## src/rtl/ptrag_pkg.sv

```systemverilog
// shared types, constants and codes for the permute tile read address generator
// no dependencies
package ptrag_pkg;

    localparam int DEF_MAX_BLOCK = 8;
    localparam int DEF_MAX_AXES  = 4;

    localparam int QUEUE_DEPTH = 2;
    localparam int QPTR_W      = $clog2(QUEUE_DEPTH);

    localparam int WORD_W  = 32;
    localparam int EXT_W   = 16;
    localparam int AXIS_W  = 48;
    localparam int SLOT_W  = 3;
    localparam int BS_W    = 4;
    localparam int ACNT_W  = 3;
    localparam int CIDX_W  = 3;
    localparam int DCNT_W  = $clog2(WORD_W + 1);

    // register indexes on the configuration port
    localparam logic [CIDX_W-1:0] CFG_BLOCK_SIZE  = 3'd0;
    localparam logic [CIDX_W-1:0] CFG_PLANE_TILES = 3'd1;
    localparam logic [CIDX_W-1:0] CFG_AXIS_COUNT  = 3'd2;
    localparam logic [CIDX_W-1:0] CFG_AXIS_0      = 3'd3;

    // func codes of an input transaction
    localparam logic FUNC_START = 1'b0;
    localparam logic FUNC_BLOCK = 1'b1;

    typedef struct packed {
        logic              func;
        logic [WORD_W-1:0] start_index;
        logic [WORD_W-1:0] tile_count;
    } in_item_t;

    typedef struct packed {
        logic [WORD_W-1:0] in_page;
        logic [SLOT_W-1:0] slot;
        logic              last;
        logic              done_res;
    } out_item_t;

    typedef enum logic {
        CMD_START,
        CMD_BLOCK
    } cmd_kind_t;

    typedef struct packed {
        cmd_kind_t         kind;
        logic [WORD_W-1:0] start_index;
        logic [WORD_W-1:0] tile_count;
    } cmd_t;

    typedef struct packed {
        logic [BS_W-1:0]   block_size;
        logic [WORD_W-1:0] plane_tiles;
        logic [ACNT_W-1:0] axis_count;
    } cfg_t;

    typedef struct packed {
        logic              start;
        logic [WORD_W-1:0] dividend;
        logic [WORD_W-1:0] divisor;
    } div_req_t;

    typedef struct packed {
        logic              done;
        logic [WORD_W-1:0] quotient;
        logic [WORD_W-1:0] remainder;
    } div_resp_t;

    typedef enum logic [2:0] {
        ST_IDLE,
        ST_PLANE,
        ST_AXIS,
        ST_ACC,
        ST_EMIT,
        ST_DONE
    } back_state_t;

endpackage

```

## src/rtl/ptrag_front.sv

```systemverilog
// front end: accepts input transactions, classifies them and queues commands
// depends on ptrag_pkg
module ptrag_front (
    input  logic               clk,
    input  logic               rst_n,
    input  logic               in_valid,
    output logic               in_stall,
    input  ptrag_pkg::in_item_t in_item,
    output logic               q_valid,
    output ptrag_pkg::cmd_t    q_cmd,
    input  logic               q_pop
);
    import ptrag_pkg::*;

    cmd_t              queue_reg [QUEUE_DEPTH];
    logic [QPTR_W-1:0] wr_ptr_reg, wr_ptr_next;
    logic [QPTR_W-1:0] rd_ptr_reg, rd_ptr_next;
    logic [QPTR_W:0]   count_reg, count_next;
    logic              push;
    logic              pop;
    cmd_t              new_cmd;

    assign in_stall = (count_reg == (QPTR_W + 1)'(QUEUE_DEPTH));
    assign push     = in_valid && !in_stall;
    assign q_valid  = (count_reg != '0);
    assign pop      = q_pop && q_valid;
    assign q_cmd    = queue_reg[rd_ptr_reg];

    always_comb
    begin
        new_cmd.kind        = (in_item.func == FUNC_START) ? CMD_START : CMD_BLOCK;
        new_cmd.start_index = in_item.start_index;
        new_cmd.tile_count  = in_item.tile_count;
    end

    always_comb
    begin
        wr_ptr_next = push ? wr_ptr_reg + 1'b1 : wr_ptr_reg;
        rd_ptr_next = pop ? rd_ptr_reg + 1'b1 : rd_ptr_reg;
        count_next  = count_reg;
        if (push && !pop)
        begin
            count_next = count_reg + 1'b1;
        end
        else if (pop && !push)
        begin
            count_next = count_reg - 1'b1;
        end
    end

    always_ff @(posedge clk or negedge rst_n)
    begin
        if (!rst_n)
        begin
            wr_ptr_reg <= '0;
            rd_ptr_reg <= '0;
            count_reg  <= '0;
        end
        else
        begin
            wr_ptr_reg <= wr_ptr_next;
            rd_ptr_reg <= rd_ptr_next;
            count_reg  <= count_next;
        end
    end

    always_ff @(posedge clk)
    begin
        if (push)
        begin
            queue_reg[wr_ptr_reg] <= new_cmd;
        end
    end

endmodule

```

## src/rtl/ptrag_div.sv

```systemverilog
// shared radix-2 restoring divider, one quotient bit per cycle
// depends on ptrag_pkg
module ptrag_div (
    input  logic                 clk,
    input  logic                 rst_n,
    input  ptrag_pkg::div_req_t  req,
    output ptrag_pkg::div_resp_t resp
);
    import ptrag_pkg::*;

    logic [WORD_W-1:0] dvd_reg, dvd_next;
    logic [WORD_W-1:0] dvs_reg, dvs_next;
    logic [WORD_W-1:0] rem_reg, rem_next;
    logic [DCNT_W-1:0] cnt_reg, cnt_next;
    logic              busy_reg, busy_next;
    logic              done_reg, done_next;
    logic [WORD_W:0]   trial;
    logic [WORD_W:0]   diff;
    logic              qbit;

    assign trial = {rem_reg, dvd_reg[WORD_W-1]};
    assign diff  = trial - {1'b0, dvs_reg};
    assign qbit  = !diff[WORD_W];

    always_comb
    begin
        dvd_next  = dvd_reg;
        dvs_next  = dvs_reg;
        rem_next  = rem_reg;
        cnt_next  = cnt_reg;
        busy_next = busy_reg;
        done_next = 1'b0;
        if (req.start)
        begin
            dvd_next  = req.dividend;
            dvs_next  = req.divisor;
            rem_next  = '0;
            cnt_next  = DCNT_W'(WORD_W);
            busy_next = 1'b1;
        end
        else if (busy_reg)
        begin
            dvd_next = {dvd_reg[WORD_W-2:0], qbit};
            rem_next = qbit ? diff[WORD_W-1:0] : trial[WORD_W-1:0];
            cnt_next = cnt_reg - 1'b1;
            if (cnt_reg == DCNT_W'(1))
            begin
                busy_next = 1'b0;
                done_next = 1'b1;
            end
        end
    end

    always_ff @(posedge clk or negedge rst_n)
    begin
        if (!rst_n)
        begin
            busy_reg <= 1'b0;
            done_reg <= 1'b0;
            cnt_reg  <= '0;
        end
        else
        begin
            busy_reg <= busy_next;
            done_reg <= done_next;
            cnt_reg  <= cnt_next;
        end
    end

    always_ff @(posedge clk)
    begin
        dvd_reg <= dvd_next;
        dvs_reg <= dvs_next;
        rem_reg <= rem_next;
    end

    assign resp.done      = done_reg;
    assign resp.quotient  = dvd_reg;
    assign resp.remainder = rem_reg;

endmodule

```

## src/rtl/ptrag_back.sv

```systemverilog
// back end: job state, base page computation and read command emission
// depends on ptrag_pkg; drives the shared divider ptrag_div
module ptrag_back #(
    parameter int MAX_BLOCK = ptrag_pkg::DEF_MAX_BLOCK,
    parameter int MAX_AXES  = ptrag_pkg::DEF_MAX_AXES
) (
    input  logic                                    clk,
    input  logic                                    rst_n,
    input  logic                                    q_valid,
    input  ptrag_pkg::cmd_t                         q_cmd,
    output logic                                    q_pop,
    input  ptrag_pkg::cfg_t                         cfg,
    input  logic [MAX_AXES-1:0][ptrag_pkg::AXIS_W-1:0] axis,
    output ptrag_pkg::div_req_t                     div_req,
    input  ptrag_pkg::div_resp_t                    div_resp,
    output logic                                    out_valid,
    input  logic                                    out_stall,
    output ptrag_pkg::out_item_t                    out_item
);
    import ptrag_pkg::*;

    localparam int EFF_BLOCK = (MAX_BLOCK < 8) ? MAX_BLOCK : 8;
    localparam int RUN_W     = $clog2(EFF_BLOCK + 1);
    localparam int AX_W      = (MAX_AXES > 1) ? $clog2(MAX_AXES) : 1;

    back_state_t       state_reg, state_next;
    logic [WORD_W-1:0] idx_reg, idx_next;
    logic [WORD_W-1:0] left_reg, left_next;
    logic [WORD_W-1:0] quo_reg;
    logic [WORD_W-1:0] acc_reg;
    logic [WORD_W-1:0] prod_reg;
    logic [RUN_W-1:0]  run_reg;
    logic [RUN_W-1:0]  emit_cnt_reg;
    logic [AX_W-1:0]   ax_reg;
    logic              out_valid_reg;
    out_item_t         out_item_reg;

    logic [BS_W-1:0]   bs_eff;
    logic [WORD_W-1:0] plane_eff;
    logic [ACNT_W-1:0] n_eff;
    logic [AX_W-1:0]   ax_first;
    logic [AX_W-1:0]   ax_sel;
    logic [EXT_W-1:0]  ext_raw;
    logic [WORD_W-1:0] ext_eff;
    logic [WORD_W-1:0] plane_room;
    logic [WORD_W-1:0] run_wide;
    logic [WORD_W+EXT_W-1:0] prod_full;
    logic              out_free;
    logic              emit_last;

    // control decoded by the output block
    logic              pop_cmd;
    logic              load_job;
    logic              start_plane_div;
    logic              start_axis_div;
    logic              next_axis_div;
    logic              take_plane;
    logic              take_axis;
    logic              acc_step;
    logic              emit_fire;
    logic              done_fire;

    always_comb
    begin
        bs_eff = (cfg.block_size == '0) ? BS_W'(1) : cfg.block_size;
        if (bs_eff > BS_W'(EFF_BLOCK))
        begin
            bs_eff = BS_W'(EFF_BLOCK);
        end
        plane_eff = (cfg.plane_tiles == '0) ? WORD_W'(1) : cfg.plane_tiles;
        n_eff = (cfg.axis_count == '0) ? ACNT_W'(1) : cfg.axis_count;
        if (n_eff > ACNT_W'(MAX_AXES))
        begin
            n_eff = ACNT_W'(MAX_AXES);
        end
    end

    assign ax_first = AX_W'(n_eff - 1'b1);
    // axis whose extent feeds the divider when it starts this cycle
    assign ax_sel   = (state_reg == ST_PLANE) ? ax_first : ax_reg - 1'b1;
    assign ext_raw  = axis[ax_sel][AXIS_W-1:WORD_W];
    assign ext_eff  = (ext_raw == '0) ? WORD_W'(1) : WORD_W'(ext_raw);

    always_comb
    begin
        plane_room = plane_eff - div_resp.remainder;
        run_wide   = WORD_W'(bs_eff);
        if (plane_room < run_wide)
        begin
            run_wide = plane_room;
        end
        if (left_reg < run_wide)
        begin
            run_wide = left_reg;
        end
    end

    assign prod_full = div_resp.remainder[EXT_W-1:0] * axis[ax_reg][WORD_W-1:0];
    assign out_free  = !out_valid_reg || !out_stall;
    assign emit_last = (emit_cnt_reg + RUN_W'(1)) == run_reg;

    // next state
    always_comb
    begin
        state_next = state_reg;
        case (state_reg)
            ST_IDLE:
            begin
                if (q_valid && q_cmd.kind == CMD_BLOCK)
                begin
                    state_next = (left_reg == '0) ? ST_DONE : ST_PLANE;
                end
            end
            ST_PLANE:
            begin
                if (div_resp.done)
                begin
                    state_next = ST_AXIS;
                end
            end
            ST_AXIS:
            begin
                if (div_resp.done)
                begin
                    state_next = ST_ACC;
                end
            end
            ST_ACC:
            begin
                state_next = (ax_reg == '0) ? ST_EMIT : ST_AXIS;
            end
            ST_EMIT:
            begin
                if (out_free && emit_last)
                begin
                    state_next = ST_IDLE;
                end
            end
            ST_DONE:
            begin
                if (out_free)
                begin
                    state_next = ST_IDLE;
                end
            end
            default:
            begin
                state_next = ST_IDLE;
            end
        endcase
    end

    // outputs of the sequencer
    always_comb
    begin
        pop_cmd         = 1'b0;
        load_job        = 1'b0;
        start_plane_div = 1'b0;
        start_axis_div  = 1'b0;
        next_axis_div   = 1'b0;
        take_plane      = 1'b0;
        take_axis       = 1'b0;
        acc_step        = 1'b0;
        emit_fire       = 1'b0;
        done_fire       = 1'b0;
        case (state_reg)
            ST_IDLE:
            begin
                pop_cmd         = q_valid;
                load_job        = q_valid && q_cmd.kind == CMD_START;
                start_plane_div = q_valid && q_cmd.kind == CMD_BLOCK && left_reg != '0;
            end
            ST_PLANE:
            begin
                take_plane     = div_resp.done;
                start_axis_div = div_resp.done;
            end
            ST_AXIS:
            begin
                take_axis = div_resp.done;
            end
            ST_ACC:
            begin
                acc_step      = 1'b1;
                next_axis_div = (ax_reg != '0);
            end
            ST_EMIT:
            begin
                emit_fire = out_free;
            end
            ST_DONE:
            begin
                done_fire = out_free;
            end
            default:
            begin
                pop_cmd = 1'b0;
            end
        endcase
    end

    assign q_pop = pop_cmd;

    always_comb
    begin
        div_req.start    = start_plane_div || start_axis_div || next_axis_div;
        div_req.dividend = idx_reg;
        div_req.divisor  = plane_eff;
        if (start_axis_div)
        begin
            div_req.divisor = ext_eff;
        end
        else if (next_axis_div)
        begin
            div_req.dividend = quo_reg;
            div_req.divisor  = ext_eff;
        end
    end

    always_comb
    begin
        idx_next  = idx_reg;
        left_next = left_reg;
        if (load_job)
        begin
            idx_next  = q_cmd.start_index;
            left_next = q_cmd.tile_count;
        end
        else if (emit_fire && emit_last)
        begin
            idx_next  = idx_reg + WORD_W'(run_reg);
            left_next = left_reg - WORD_W'(run_reg);
        end
    end

    always_ff @(posedge clk or negedge rst_n)
    begin
        if (!rst_n)
        begin
            state_reg     <= ST_IDLE;
            idx_reg       <= '0;
            left_reg      <= '0;
            out_valid_reg <= 1'b0;
        end
        else
        begin
            state_reg <= state_next;
            idx_reg   <= idx_next;
            left_reg  <= left_next;
            if (emit_fire || done_fire)
            begin
                out_valid_reg <= 1'b1;
            end
            else if (!out_stall)
            begin
                out_valid_reg <= 1'b0;
            end
        end
    end

    always_ff @(posedge clk)
    begin
        if (take_plane)
        begin
            run_reg      <= RUN_W'(run_wide);
            ax_reg       <= ax_first;
            acc_reg      <= '0;
            emit_cnt_reg <= '0;
        end
        if (take_axis)
        begin
            quo_reg  <= div_resp.quotient;
            prod_reg <= prod_full[WORD_W-1:0];
        end
        if (acc_step)
        begin
            acc_reg <= acc_reg + prod_reg;
            if (ax_reg != '0)
            begin
                ax_reg <= ax_reg - 1'b1;
            end
        end
        if (emit_fire)
        begin
            out_item_reg.in_page  <= acc_reg + WORD_W'(emit_cnt_reg);
            out_item_reg.slot     <= SLOT_W'(emit_cnt_reg);
            out_item_reg.last     <= emit_last;
            out_item_reg.done_res <= 1'b0;
            emit_cnt_reg          <= emit_cnt_reg + RUN_W'(1);
        end
        else if (done_fire)
        begin
            out_item_reg.in_page  <= '0;
            out_item_reg.slot     <= '0;
            out_item_reg.last     <= 1'b0;
            out_item_reg.done_res <= 1'b1;
        end
    end

    assign out_valid = out_valid_reg;
    assign out_item  = out_item_reg;

endmodule

```

## src/rtl/permute_tile_read_address_gen.sv

```systemverilog
// Permute tile read address generator. A job start transaction (func 0) loads the
// first output tile index and the tile count into the back end. A block transaction
// (func 1) emits one read command per tile, up to block_size, stopping at a plane
// boundary or the end of the job; with nothing left it emits a single done result.
// The back end splits the output index with one shared radix-2 divider (32
// iterations): one division by the plane size and one per used axis, each axis
// adding an accumulate step, then one command per cycle while the output is not
// stalled. A queue of two transactions in front lets input be taken while a block
// is worked on.
// depends on ptrag_pkg, ptrag_front, ptrag_div, ptrag_back
module permute_tile_read_address_gen #(
    parameter int MAX_BLOCK = ptrag_pkg::DEF_MAX_BLOCK,
    parameter int MAX_AXES  = ptrag_pkg::DEF_MAX_AXES
) (
    input  logic                          clk,
    input  logic                          rst_n,
    input  logic                          in_valid,
    output logic                          in_stall,
    input  ptrag_pkg::in_item_t           in_item,
    output logic                          out_valid,
    input  logic                          out_stall,
    output ptrag_pkg::out_item_t          out_item,
    input  logic                          cfg_we,
    input  logic [ptrag_pkg::CIDX_W-1:0]  cfg_index,
    input  logic [ptrag_pkg::AXIS_W-1:0]  cfg_data
);
    import ptrag_pkg::*;

    cfg_t                           cfg_reg;
    logic [MAX_AXES-1:0][AXIS_W-1:0] axis_reg;
    logic                           q_valid;
    cmd_t                           q_cmd;
    logic                           q_pop;
    div_req_t                       div_req;
    div_resp_t                      div_resp;

    always_ff @(posedge clk or negedge rst_n)
    begin
        if (!rst_n)
        begin
            cfg_reg.block_size  <= BS_W'(8);
            cfg_reg.plane_tiles <= WORD_W'(1);
            cfg_reg.axis_count  <= ACNT_W'(4);
        end
        else if (cfg_we)
        begin
            case (cfg_index)
                CFG_BLOCK_SIZE:  cfg_reg.block_size  <= cfg_data[BS_W-1:0];
                CFG_PLANE_TILES: cfg_reg.plane_tiles <= cfg_data[WORD_W-1:0];
                CFG_AXIS_COUNT:  cfg_reg.axis_count  <= cfg_data[ACNT_W-1:0];
                default:         cfg_reg <= cfg_reg;
            endcase
        end
    end

    // extent 1, stride 0 after reset
    for (genvar k = 0; k < MAX_AXES; k++)
    begin : g_axis
        always_ff @(posedge clk or negedge rst_n)
        begin
            if (!rst_n)
            begin
                axis_reg[k] <= {EXT_W'(1), WORD_W'(0)};
            end
            else if (cfg_we && cfg_index == CFG_AXIS_0 + CIDX_W'(k))
            begin
                axis_reg[k] <= cfg_data;
            end
        end
    end

    ptrag_front u_front (
        .clk      (clk),
        .rst_n    (rst_n),
        .in_valid (in_valid),
        .in_stall (in_stall),
        .in_item  (in_item),
        .q_valid  (q_valid),
        .q_cmd    (q_cmd),
        .q_pop    (q_pop)
    );

    ptrag_div u_div (
        .clk   (clk),
        .rst_n (rst_n),
        .req   (div_req),
        .resp  (div_resp)
    );

    ptrag_back #(
        .MAX_BLOCK (MAX_BLOCK),
        .MAX_AXES  (MAX_AXES)
    ) u_back (
        .clk       (clk),
        .rst_n     (rst_n),
        .q_valid   (q_valid),
        .q_cmd     (q_cmd),
        .q_pop     (q_pop),
        .cfg       (cfg_reg),
        .axis      (axis_reg),
        .div_req   (div_req),
        .div_resp  (div_resp),
        .out_valid (out_valid),
        .out_stall (out_stall),
        .out_item  (out_item)
    );

endmodule
```

## config.mk

```make
export PLATFORM = sky130hd
export DESIGN_NAME = permute_tile_read_address_gen
export DESIGN_NICKNAME = d
export VERILOG_FILES = /design/src/rtl/ptrag_pkg.sv /design/src/rtl/ptrag_front.sv /design/src/rtl/ptrag_div.sv /design/src/rtl/ptrag_back.sv /design/src/rtl/permute_tile_read_address_gen.sv
export SDC_FILE = /design/constraint.sdc
export NUM_CORES = 2
export LEC_CHECK = 0
export ABC_AREA = 1
export BUFFER_PORTS_ARGS = -buffer_cell sky130_fd_sc_hd__buf_2
export CORE_MARGIN = 2
export CORE_UTILIZATION = 40
export CTS_BUF_LIST = sky130_fd_sc_hd__clkbuf_16
export DETAILED_ROUTE_END_ITERATION = 6
export HOLD_SLACK_MARGIN = 0.08
export PLACE_DENSITY = 0.63
export REMOVE_ABC_BUFFERS = 1
export SLEW_MARGIN = 10
export SYNTH_ARGS = -nofsm -noshare
export SYNTH_HDL_FRONTEND = slang
export SYNTH_SLANG_ARGS = --single-unit
```

## constraint.sdc

```tcl
create_clock -name clk -period 10.6 [get_ports clk]
set_input_delay 0.53 -clock clk [delete_from_list [all_inputs] [get_ports clk]]
set_output_delay 0.53 -clock clk [all_outputs]
set_load 0.02 [all_outputs]
```

==> results.toml <==
[sta]
worst_pin_slew_ps = 1130
drv_slew = 0
fmax_mhz = 131
rsz0062_at_grt = "no"
finalHoldViolCount = 0
tns_ps = 0
fin_skew_ps = 34.2
final.min_clock_period_ps = 7620
slew_headroom = 0.247
fin_crit_sh = 0.719
finalSetupViolCount = 0

[clock_network]
cts_root_buf = "clkbuf_16"
htreeDepth = 3
cts_num_sinks = 680
clk_latency_ps = 670
cts_tree = "done"
clockBufferDepth = 3
postCtsSetupBuffers = 0
numCtsBuffers = 79
clkTransAtPathRegs_ps = 60

[worst_setup_path]
endpoint_kind = "flip-flop"
cp.depth = 30
rr_startpoint = "u_back.ax_reg[0]"
cp.required_ps = 10980
cp_num_buf_inv = 8
r2r_slack_ps = 2980
reg2reg_depth = 30
endpoint = "u_back.prod_reg[28]"
cpLargestDelayFamily = "adder cells"
crit_type = "flip-flop to flip-flop"
slowest_delay_ps = 560
cpMaxStageDelayCell = "fa_1"
rr_endpoint = "u_back.prod_reg[28]"
worstPathArrival_ps = 8010
startpoint = "u_back.ax_reg[0]"
cp-start-kind = "flip-flop"
critPathMaxFanout = 52

[yosys]
yosysWarningCount = 0
synth.area.top_cells = "edfxtp_1 21%, dfrtp_1 16%, fa_1 13%, nand2_1 12%, inv_1 6.5%"
netlist_instances = 5581
synth_edf_count = 334
avgSynthCellArea_um2 = 8.41
yosys.cell_types.count = 71
synth_ff_type = "edfxtp_1"
seq_area_frac_synth = 0.395
synth-seq-cells = 680
async_flop_share = 0.457
synth_top_area_cell = "edfxtp_1"
syn-cell-area_um2 = 46900
synth_top_area_share = 0.214

[layout]
largest_register_ffs = 192
nets = 6370
layout-drive-gt1-share = 0.0783
final_util = 0.452
area_growth_syn_to_layout_pct = 11.9
fin_area_um2 = 52500

[floorplan]
dieArea_um2 = 120000
num_rows = 125
core_area_um2 = 116000
die-height_um = 346
ios = 160
start_util = 0.404
die_w_um = 346

[grt]
grt_max_degree = 148
antenna_found_initial = 9
grt_pass1_wl_um = 202000
grt_pass1_vias = 36478
grtUsageTotal = 0.211
grt_remaining_overflow = 0

[hold_path]
hold_class = "input port to flip-flop"

[placed_design]
place.gp.congestion = 0.915
dp_hpwl_um = 92400
dpl-instance-area_um2 = 49200
port_buffers = 159

[flow_run]
max-cap-violations = 0

[drt]
vias = 37332
drc = 0
avgRoutedWirePerCell_um = 17.3
drt_iter0_drc = 3057
vias_per_cell = 5.10
ant_nets = 0
drtPass1Iterations = 5
drt-total-wl_um = 127000

[run_status]
outcome = "completed"
-- per-layer routing --
metal	up-vias	routed length, µm	global-route usage
met1	17986	57500	0.294
met5	-	40	0
met4	6	3170	0.0589
li1	18117	-	-
met3	182	6950	0.0265
met2	1041	59200	0.345
-- layout make-up --
cell class | instances | area, µm²
Clock inverter | 64 | 489
Sequential cell | 680 | 18500
Multi-Input combinational cell | 3869 | 24500
Fill cell | 11290 | 63700
Antenna cell | 2 | 5.00
Inverter | 829 | 3110
Timing Repair Buffer | 270 | 1830
Clock buffer | 83 | 2080
Tap cell | 1524 | 1910
-- placed cells by master, fill, tap and decap left out, types with 11 or more instances in the layout --
cell and n:
a21oi_1 232, nand4_1 38, clkinv_1 20, xnor2_1 46, nand2_2 30, inv_2 17, dlygate4sd3_1 65, nand2_1 1461
xor2_1 89, o211ai_1 22, clkinv_2 11, nor4_1 21, o21ai_0 413, dfrtp_1 303, o21ai_1 17, buf_4 44
nand3_1 167, nor2_1 485, conb_1 28, edfxtp_1 334, inv_1 828, o22ai_1 15, clkbuf_16 83, buf_2 158
a31oi_1 55, ha_1 210, nor3_1 51, fa_1 310, dfxtp_1 34, nor2_2 25
-- metrics by stage --
stage / worst slack [ps] / hold slack (ps) / std cells
CTS: 3000 / 86.7 / 7318
finish: 2980 / 124 / 7321
global placement: 3080 / 428 / 7106
detailed placement: 3040 / 434 / 7106
global route: 2410 / 89.6 / 7321
floorplan: 2350 / 234 / 5378
-- worst reg2reg max path: cells and delay by family, from the launching register on --
| family | cells | cell delay, ps |
|---|---|---|
| xor+xnor | 1 | 90 |
| simple gates | 8 | 900 |
| buf+inv | 8 | 1350 |
| compound gates | 6 | 1310 |
| flops | 1 | 320 |
| fa+ha+maj | 7 | 3390 |
-- worst min-delay path by stage --
stage	from	to	slack (ps)	cells after the start
floorplan	rst_n	axis_reg[0]	230	0
global placement	u_div.dvd_reg[21]	u_back.quo_reg[21]	430	0
detailed placement	u_div.dvd_reg[5]	u_back.quo_reg[5]	430	0
CTS	in_item[1]	u_front.queue_reg[0][1]	90	1
global route	in_item[1]	u_front.queue_reg[0][1]	90	1
finish	in_item[1]	u_front.queue_reg[0][1]	120	1
-- cell families after synthesis --
kind of cell	after synthesis	share of synthesized area
xor gates and xnor gates	137	0.0259
DFF	680	0.395
and+or+nand+nor	2329	0.202
muxes	6	0.00136
adders and majority gates	520	0.188
AOI/OAI and AO/OA	849	0.101
buffers and inverters	1059	0.0861
other	1	0.0000799
-- cell usage after synthesis, types with 9 or more instances --
cell,n
a211oi_1,10
a21oi_1,232
a31oi_1,55
a32oi_1,10
buf_1,13
buf_2,12
clkbuf_1,199
clkinv_1,9
dfrtp_1,304
dfxtp_1,35
edfxtp_1,334
fa_1,310
ha_1,210
inv_1,807
inv_2,13
nand2_1,1466
nand2_2,27
nand3_1,168
nand4_1,38
nor2_1,491
nor2_2,24
nor3_1,52
nor4_1,21
o211ai_1,22
o21a_1,9
o21ai_0,413
o21ai_1,17
o22ai_1,15
o22ai_2,10
xnor2_1,46
xor2_1,89
-- timing repair --
| action | 4_1_cts | 5_1_grt |
|---|---|---|
| endpoints found under the hold margin | 212 | 0 |
| hold buffers | 65 | 0 |
| resized for setup | 0 | 0 |
Power is not shown: default switching activity piles up to over one toggle a cycle in this logic, so the estimate is an artifact.
